--- config.mk ---
export PLATFORM = sky130hd
export DESIGN_NAME = stack_accumulator_machine
export DESIGN_NICKNAME = d
export VERILOG_FILES = /design/src/design/sam_pkg.sv /design/src/design/sam_ram.sv /design/src/design/sam_exec.sv /design/src/design/stack_accumulator_machine.sv
export VERILOG_INCLUDE_DIRS = /design/src /design/src/design
export SDC_FILE = /design/constraint.sdc
export NUM_CORES = 1
export LEC_CHECK = 0
export ABC_AREA = 1
export BUFFER_PORTS_ARGS = -buffer_cell sky130_fd_sc_hd__buf_2
export CORE_MARGIN = 1
export CORE_UTILIZATION = 50
export DETAILED_ROUTE_END_ITERATION = 8
export HOLD_SLACK_MARGIN = 0.03
export MAX_ROUTING_LAYER = met4
export PLACE_DENSITY = 0.68
export SLEW_MARGIN = 20
export SYNTH_ARGS = -nofsm -noshare
export SYNTH_HDL_FRONTEND = slang
export SYNTH_SLANG_ARGS = --single-unit
export TNS_END_PERCENT = 30
--- constraint.sdc ---
create_clock -name i_clk -period 5.5 [get_ports i_clk]
set_input_delay 0.275 -clock i_clk [delete_from_list [all_inputs] [get_ports i_clk]]
set_output_delay 0.275 -clock i_clk [all_outputs]
set_load 0.005 [all_outputs]
--- src/design/stack_accumulator_machine_macros.svh ---
// ----------------------------------------------------------------------------
// stack_accumulator_machine_macros
// assertion macros for the stack accumulator machine rtl
// ----------------------------------------------------------------------------
`ifndef STACK_ACCUMULATOR_MACHINE_MACROS_SVH
`define STACK_ACCUMULATOR_MACHINE_MACROS_SVH

`ifndef SYNTHESIS
// property checked only while out of reset
`define SAM_ASSERT(lbl, clk, rstn, prop, msg) \
    lbl: assert property (@(posedge clk) disable iff (!rstn) prop) else $error(msg);
// property checked at every edge, reset included
`define SAM_ASSERT_ALWAYS(lbl, clk, prop, msg) \
    lbl: assert property (@(posedge clk) prop) else $error(msg);
`else
`define SAM_ASSERT(lbl, clk, rstn, prop, msg)
`define SAM_ASSERT_ALWAYS(lbl, clk, prop, msg)
`endif

`endif

--- src/design/sam_pkg.sv ---
// ----------------------------------------------------------------------------
// sam_pkg
// shared widths, operation and status codes for the stack accumulator machine
// ----------------------------------------------------------------------------
package sam_pkg;

    localparam int DATA_W          = 32;
    localparam int FUNC_W          = 3;
    localparam int DEPTH_W         = 5;
    localparam int STATUS_W        = 2;
    localparam int STACK_DEPTH_DEF = 16;

    localparam logic [FUNC_W-1:0] FUNC_PUSH = 3'd0;
    localparam logic [FUNC_W-1:0] FUNC_POP  = 3'd1;
    localparam logic [FUNC_W-1:0] FUNC_ADD  = 3'd2;
    localparam logic [FUNC_W-1:0] FUNC_SUB  = 3'd3;
    localparam logic [FUNC_W-1:0] FUNC_CMP  = 3'd4;

    localparam logic [STATUS_W-1:0] ST_OK    = 2'd0;
    localparam logic [STATUS_W-1:0] ST_UNDER = 2'd1;
    localparam logic [STATUS_W-1:0] ST_OVER  = 2'd2;

    // control decisions of one executed item
    typedef struct packed {
        logic                inc;       // count goes up by one
        logic                dec;       // count goes down by one
        logic                wr_below;  // old top moves into the ram
        logic [STATUS_W-1:0] status;
    } t_exec_ctl;

endpackage

--- src/design/sam_ram.sv ---
// ----------------------------------------------------------------------------
// sam_ram
// generic single write port ram with one registered read port
// ----------------------------------------------------------------------------
module sam_ram #(
    parameter int  WIDTH  = 32,
    parameter int  DEPTH  = 16,
    localparam int ADDR_W = (DEPTH > 1) ? $clog2(DEPTH) : 1
) (
    input  logic              i_clk,
    input  logic              i_wr_en,
    input  logic [ADDR_W-1:0] i_wr_addr,
    input  logic [WIDTH-1:0]  i_wr_data,
    input  logic [ADDR_W-1:0] i_rd_addr,
    output logic [WIDTH-1:0]  o_rd_data
);

    logic [WIDTH-1:0] r_mem [DEPTH];
    logic [WIDTH-1:0] r_rd_data;

    always_ff @(posedge i_clk) begin
        if (i_wr_en) begin
            r_mem[i_wr_addr] <= i_wr_data;
        end
        r_rd_data <= r_mem[i_rd_addr];
    end

    assign o_rd_data = r_rd_data;

endmodule

--- src/design/sam_exec.sv ---
// ----------------------------------------------------------------------------
// sam_exec
// decodes one instruction and computes new top, accumulator and count moves
// ----------------------------------------------------------------------------
module sam_exec #(
    parameter int  STACK_DEPTH = sam_pkg::STACK_DEPTH_DEF,
    localparam int CNT_W       = $clog2(STACK_DEPTH + 1)
) (
    input  logic [sam_pkg::FUNC_W-1:0] i_func,
    input  logic [sam_pkg::DATA_W-1:0] i_imm,
    input  logic [sam_pkg::DATA_W-1:0] i_top,
    input  logic [sam_pkg::DATA_W-1:0] i_below,
    input  logic [sam_pkg::DATA_W-1:0] i_acc,
    input  logic [CNT_W-1:0]           i_count,
    output logic [sam_pkg::DATA_W-1:0] o_top,
    output logic [sam_pkg::DATA_W-1:0] o_acc,
    output sam_pkg::t_exec_ctl         o_ctl
);

    import sam_pkg::*;

    logic empty;
    logic full;
    logic [DATA_W-1:0] cmp_val;

    assign empty = (i_count == '0);
    assign full  = (i_count == CNT_W'(STACK_DEPTH));

    always_comb begin
        if ($signed(i_top) > $signed(i_acc)) begin
            cmp_val = DATA_W'(1);
        end else if ($signed(i_top) < $signed(i_acc)) begin
            cmp_val = '1;
        end else begin
            cmp_val = '0;
        end
    end

    always_comb begin
        o_top            = i_top;
        o_acc            = i_acc;
        o_ctl.inc        = 1'b0;
        o_ctl.dec        = 1'b0;
        o_ctl.wr_below   = 1'b0;
        o_ctl.status     = ST_OK;
        case (i_func)
            FUNC_PUSH: begin
                if (full) begin
                    o_ctl.status = ST_OVER;
                end else begin
                    o_top          = i_imm;
                    o_ctl.inc      = 1'b1;
                    o_ctl.wr_below = !empty;
                end
            end
            FUNC_POP, FUNC_ADD, FUNC_SUB, FUNC_CMP: begin
                if (empty) begin
                    o_ctl.status = ST_UNDER;
                end else if (i_func == FUNC_CMP) begin
                    o_top = cmp_val;
                end else begin
                    o_top     = i_below;
                    o_ctl.dec = 1'b1;
                    if (i_func == FUNC_POP) begin
                        o_acc = i_top;
                    end else if (i_func == FUNC_ADD) begin
                        o_acc = i_acc + i_top;
                    end else begin
                        o_acc = i_acc - i_top;
                    end
                end
            end
            default: begin
                // unused codes leave everything as it is
                o_top = i_top;
            end
        endcase
    end

endmodule

--- src/design/stack_accumulator_machine.sv ---
// ----------------------------------------------------------------------------
// stack_accumulator_machine
// pipeline: input reg, then result reg; an output stall holds the item in the input reg
// throughput: one item per cycle while the output is not stalled; top of stack and
// the entry below it are held so the ram's registered read never stalls the execute stage
// reset: synchronous active low, clears count, accumulator and valids
// ----------------------------------------------------------------------------
`include "stack_accumulator_machine_macros.svh"

module stack_accumulator_machine #(
    parameter int STACK_DEPTH = sam_pkg::STACK_DEPTH_DEF
) (
    input  logic                                i_clk,
    input  logic                                i_rst_n,
    input  logic                                i_in_valid,
    output logic                                o_in_stall,
    input  logic        [sam_pkg::FUNC_W-1:0]   i_func,
    input  logic signed [sam_pkg::DATA_W-1:0]   i_immediate,
    output logic                                o_out_valid,
    input  logic                                i_out_stall,
    output logic signed [sam_pkg::DATA_W-1:0]   o_accumulator,
    output logic signed [sam_pkg::DATA_W-1:0]   o_top_value,
    output logic        [sam_pkg::DEPTH_W-1:0]  o_depth,
    output logic        [sam_pkg::STATUS_W-1:0] o_status
);

    import sam_pkg::*;

    localparam int CNT_W  = $clog2(STACK_DEPTH + 1);
    localparam int ADDR_W = (STACK_DEPTH > 1) ? $clog2(STACK_DEPTH) : 1;

    // input register
    logic              r_in_valid;
    logic [FUNC_W-1:0] r_func;
    logic [DATA_W-1:0] r_imm;

    // architectural state
    logic [CNT_W-1:0]  r_count;
    logic [CNT_W-1:0]  n_count;
    logic [DATA_W-1:0] r_top;
    logic [DATA_W-1:0] r_acc;

    // ram forwarding
    logic              r_fwd_vld;
    logic [DATA_W-1:0] r_fwd_data;
    logic [DATA_W-1:0] ram_rdata;
    logic [DATA_W-1:0] below;
    logic [CNT_W-1:0]  wr_idx;
    logic [CNT_W-1:0]  rd_idx;
    logic              ram_wr;

    // result register
    logic                r_out_valid;
    logic [DATA_W-1:0]   r_out_acc;
    logic [DATA_W-1:0]   r_out_top;
    logic [DEPTH_W-1:0]  r_out_depth;
    logic [STATUS_W-1:0] r_out_status;

    logic               exec_fire;
    logic               in_fire;
    logic [DATA_W-1:0]  exe_top;
    logic [DATA_W-1:0]  exe_acc;
    t_exec_ctl          exe_ctl;
    logic [DEPTH_W+CNT_W-1:0] depth_ext;

    assign exec_fire  = r_in_valid && (!r_out_valid || !i_out_stall);
    assign o_in_stall = r_in_valid && !exec_fire;
    assign in_fire    = i_in_valid && !o_in_stall;

    always_ff @(posedge i_clk) begin
        if (!i_rst_n) begin
            r_in_valid <= 1'b0;
        end else if (in_fire) begin
            r_in_valid <= 1'b1;
        end else if (exec_fire) begin
            r_in_valid <= 1'b0;
        end
    end

    always_ff @(posedge i_clk) begin
        if (in_fire) begin
            r_func <= i_func;
            r_imm  <= i_immediate;
        end
    end

    assign below = r_fwd_vld ? r_fwd_data : ram_rdata;

    sam_exec #(
        .STACK_DEPTH (STACK_DEPTH)
    ) u_exec (
        .i_func  (r_func),
        .i_imm   (r_imm),
        .i_top   (r_top),
        .i_below (below),
        .i_acc   (r_acc),
        .i_count (r_count),
        .o_top   (exe_top),
        .o_acc   (exe_acc),
        .o_ctl   (exe_ctl)
    );

    always_comb begin
        n_count = r_count;
        if (exec_fire && exe_ctl.inc) begin
            n_count = r_count + CNT_W'(1);
        end else if (exec_fire && exe_ctl.dec) begin
            n_count = r_count - CNT_W'(1);
        end
    end

    // ram holds every entry below the top; read the one under the next top
    assign ram_wr = exec_fire && exe_ctl.wr_below;
    assign wr_idx = r_count - CNT_W'(1);
    assign rd_idx = n_count - CNT_W'(2);

    sam_ram #(
        .WIDTH (DATA_W),
        .DEPTH (STACK_DEPTH)
    ) u_ram (
        .i_clk     (i_clk),
        .i_wr_en   (ram_wr),
        .i_wr_addr (wr_idx[ADDR_W-1:0]),
        .i_wr_data (r_top),
        .i_rd_addr (rd_idx[ADDR_W-1:0]),
        .o_rd_data (ram_rdata)
    );

    // read and write of the same entry in one cycle: ram returns old data
    always_ff @(posedge i_clk) begin
        if (!i_rst_n) begin
            r_fwd_vld <= 1'b0;
        end else begin
            r_fwd_vld <= ram_wr && (wr_idx[ADDR_W-1:0] == rd_idx[ADDR_W-1:0]);
        end
    end

    always_ff @(posedge i_clk) begin
        r_fwd_data <= r_top;
    end

    always_ff @(posedge i_clk) begin
        if (!i_rst_n) begin
            r_count <= '0;
            r_acc   <= '0;
        end else begin
            r_count <= n_count;
            if (exec_fire) begin
                r_acc <= exe_acc;
            end
        end
    end

    always_ff @(posedge i_clk) begin
        if (exec_fire) begin
            r_top <= exe_top;
        end
    end

    assign depth_ext = {{DEPTH_W{1'b0}}, n_count};

    always_ff @(posedge i_clk) begin
        if (!i_rst_n) begin
            r_out_valid <= 1'b0;
        end else if (exec_fire) begin
            r_out_valid <= 1'b1;
        end else if (!i_out_stall) begin
            r_out_valid <= 1'b0;
        end
    end

    always_ff @(posedge i_clk) begin
        if (exec_fire) begin
            r_out_acc    <= exe_acc;
            r_out_top    <= (n_count == '0) ? '0 : exe_top;
            r_out_depth  <= depth_ext[DEPTH_W-1:0];
            r_out_status <= exe_ctl.status;
        end
    end

    assign o_out_valid   = r_out_valid;
    assign o_accumulator = r_out_acc;
    assign o_top_value   = r_out_top;
    assign o_depth       = r_out_depth;
    assign o_status      = r_out_status;

    `SAM_ASSERT(a_count_bound, i_clk, i_rst_n, r_count <= CNT_W'(STACK_DEPTH), "stack count beyond depth")
    `SAM_ASSERT(a_err_holds, i_clk, i_rst_n, (exec_fire && exe_ctl.status != ST_OK) |=> (r_count == $past(r_count)), "error item changed the count")
    `SAM_ASSERT(a_push_inc, i_clk, i_rst_n, (exec_fire && exe_ctl.inc) |=> (r_count == $past(r_count) + CNT_W'(1)), "push did not grow the stack")
    `SAM_ASSERT(a_exec_result, i_clk, i_rst_n, exec_fire |=> r_out_valid, "executed item has no result")
    `SAM_ASSERT_ALWAYS(a_rst_clear, i_clk, !i_rst_n |=> (!r_out_valid && !r_in_valid && r_count == '0), "reset left state behind")

endmodule

==> qor.csv <==
stage,metric,value,unit
global_route,first-pass GRT wire length,146000,um
timing,final period utilization,83.6,%
global_route,GRT busiest layer,met2,
clock_tree,CTS tree,built,
placed_design,DP Cell Count,4480,
global_route,gr usage total,28.4,%
setup_path,RR Startpoint,r_top[9],
timing,post-route clock skew,0.0187,ns
global_route,vias in the first global route,23900,
floorplanning,Die Wd,266,um
synth,largest family of logic cells by synthesized area,simple AND/OR/NAND/NOR gates,
cells_and_area,Filler Cell Count,5853,
pwr,leakage power,16.5,nW
timing,setup violators final,0,
cells_and_area,final instance area,39300,sq um
cells_and_area,final net count,3782,
global_route,grt met3 use,3.66,%
synth,ys async rst share,0,%
placed_design,final RePlAce weighted congestion,0.950,
cells_and_area,Syn-to-layout area delta,12.8,%
cells_and_area,Multi-input gate area,10900,sq um
global_route,M1 GR Usage,38.4,%
synth,"flops & latches, synth",754,
synth,Yosys warning count,0,
clock_tree,CTS-repair resized insts,0,
setup_path,critical path class,reg -> reg,
floorplanning,IO Count,112,
timing,Final Max Slew Viols,0,
global_route,largest net degree at the start of global routing,133,
setup_path,CP arrival,4.96,ns
clock_tree,Clock Root Buffer,clkbuf_16,
clock_tree,clock-pin slew on the worst setup and hold paths,0.06,ns
synth,Post-synth EDFFs,650,
synth,Netlist cell types,47,
route,antenna-violating nets left,0,
route,WL per Instance,21.1,um
hold_path,worst hold start,i_immediate[16],
cells_and_area,post-route insts no fill,4660,
synth,"Primary FF master, synth",edfxtp_1,
setup_path,CP Data Required Time,5.86,ns
timing,RSZ-0062 raised after global routing,false,
timing,final hold violations,0,
run,maxcap violations,0,
global_route,total gr overflow,0,
setup_path,CP endpoint kind,flop,
route,vias per cell,5.51,
cells_and_area,ANT cells,0,
pwr,PwrDens,332,nW/um^2
timing,Worst Tran Pin Value,1.03,ns
cells_and_area,"Core Util, Final",57.2,%
floorplanning,Cell Rows,96,
floorplanning,die height,266,um
synth,Synth Area in Compound Gates,7.95,%
synth,Post-Synth XOR/XNOR Area,1.30,%
clock_tree,clock latency on the worst-skew pair,0.63,ns
synth,post-synthesis adder-cell area fraction,2.79,%
floorplanning,starting density of the core,50.7,%
synth,Synthesized Nets,3655,
synth,syn_area_per_cell,9.84,sq um
placed_design,post-DP HPWL,58500,um
synth,multiplexer share of the synthesized area,0,%
route,DR pass1 iterations,5,
setup_path,crit-path max FO,23,
floorplanning,die area,70700,sq um
route,drt drc,0,
route,via count,25700,
placed_design,I/O Buffers,111,
route,Routed WL,98100,um
clock_tree,sinks on the clock net,754,
clock_tree,H-tree Lvls,3,
setup_path,startpoint types,flop,
clock_tree,CTS Buf Count,77,
hold_path,worst hold path type,in -> reg,
floorplanning,core box area,68700,sq um
outcome,outcome,completed,
route,DRT iter0 DRCs,2500,
timing,Setup TNS Final,0,ns
cells_and_area,share of layout cells above drive strength 1,9.01,%
cells_and_area,Register Area,21600,sq um
timing,relative slew slack,31.0,%
pwr,Worst VDD drop,282,uV
synth,"Cell Area, Synth",34800,sq um
synth,Mapped Cells,3539,
synth,sequential share of the synthesized area,62.0,%
clock_tree,Clock Path Buffers,3,
timing,fmax,218,MHz
global_route,GR Layer Usage met2,44.1,%
synth,Simple-Gate Fraction of Synth Area,18.8,%
timing,post-layout min period,4.60,ns
placed_design,placed inst area,36500,sq um
setup_path,Critical path origin,r_top[9],
global_route,initial antenna violation count,0,
==> cells in the mapped netlist, drive strengths merged, types with 7 or more instances <==
cell	count	area [sq um]
nand2	1052	3970
edfxtp	650	19500
inv	453	1700
nand3	307	1540
nor2	197	773
o211ai	130	981
a21oi	115	576
o21ai	113	569
dfxtp	104	2080
buf	93	509
ha	76	951
clkbuf	73	274
xor2	43	384
o31ai	32	240
a221oi	31	272
nor3	19	100
nand4	14	87.6
nor4	7	43.8
xnor2	7	68.8
==> worst max-delay path, stage by stage, from the launching register on <==
cell	delay (ns)
edfxtp_1	0.68
nor2_1	0.33
inv_1	0.07
nor3_1	0.19
nand2_1	0.08
nor2_1	0.28
nand3_1	0.15
nor2_1	0.17
nor2_1	0.08
a21oi_1	0.31
o21ai_0	0.20
xor2_1	0.20
ha_1	0.43
inv_1	0.08
nor3_1	0.29
nand2_1	0.11
nor4_1	0.18
nand2_1	0.10
nand3_1	0.10
nand3_1	0.10
nand2_1	0.09
o21ai_0	0.07
==> metrics by stage <==
step / setup WS, ns / total power [mW] / hold WS [ns]
6_report: 0.903 / 13.1 / 0.361
5_1_grt: 0.392 / 13.5 / 0.350
4_1_cts: 0.926 / 13.1 / 0.331
3_5_place_dp: 0.976 / 8.08 / 0.453
3_3_place_gp: 1.03 / 8.07 / 0.452
2_1_floorplan: 1.21 / 7.56 / 0.374
==> cells in the final DEF (no fill, tap or decap), drive strengths merged <==
cell / count
nand2: 1052
edfxtp: 650
inv: 457
nand3: 307
nor2: 197
buf: 176
o211ai: 130
a21oi: 115
o21ai: 113
clkbuf: 107
dfxtp: 104
ha: 76
xor2: 43
dlygate4sd3: 38
o31ai: 32
a221oi: 31
clkinv: 27
nor3: 19
nand4: 14
nor4: 7
xnor2: 7
o21bai: 5
a21o: 5
or2: 3
o21a: 2
bufinv: 2
clkinvlp: 2
nand3b: 1
a21boi: 1
nand2b: 1
a31oi: 1
o211a: 1
a22oi: 1
o41ai: 1
fa: 1
==> final timing paths <==
check | end | slack [ns] | depth (start not counted)
max | o_accumulator[30] | 0.90 | 21
min | r_imm[16] | 0.36 | 2
min reg2reg | o_out_valid | 0.48 | 2
max reg2reg | o_accumulator[30] | 0.90 | 21
==> sequential cells by signal, indices dropped and copies added, names as in the netlist, 2 cells and up <==
| register | cells |
|---|---|
| o_depth | 5 |
| u_ram.o_rd_data | 32 |
| r_func | 3 |
| u_ram.r_mem | 512 |
| r_imm | 32 |
| r_top | 32 |
| o_accumulator | 32 |
| o_status | 2 |
| r_acc | 32 |
| o_top_value | 32 |
| r_fwd_data | 32 |
| r_count | 5 |
==> layer usage <==
layer / routed length (um) / part of all wire (%) / up-vias
li1: - / - / 12200
met1: 41900 / 43 / 12100
met2: 45200 / 46 / 1153
met3: 7700 / 7.9 / 199
met4: 3350 / 3.4 / 0
met5: 0 / 0 / -
==> cells by family (layout without fill, tap and decap cells) <==
kind of cell / count (synthesis) / count (layout)
XOR/XNOR: 50 / 50
buffers and inverters: 619 / 809
adder cells (fa/ha/maj): 77 / 77
flip-flops: 754 / 754
AND/OR/NAND/NOR: 1601 / 1601
AO/OA/AOI/OAI: 438 / 438
==> power by group <==
group / switching [mW] / leakage [nW] / total (mW) / internal, mW
clock network: 2.22 / 1.18 / 5.04 / 2.82
logic: 1.03 / 8.56 / 1.47 / 0.436
registers: 0.137 / 6.79 / 6.55 / 6.42
==> cell type report <==
type | instances | area share [%]
Sequential cell | 754 | 55.0
Multi-Input combinational cell | 2166 | 27.8
Clock buffer | 107 | 5.40
Inverter | 453 | 4.35
Timing Repair Buffer | 214 | 3.72
Tap cell | 931 | 2.97
Clock inverter | 35 | 0.739
==> timing repair <==
action	CTS	global route
setup buffers	0	0
hold buffers	38	0
hold endpoints to repair	40	0
(Power assumes the default switching activity.)
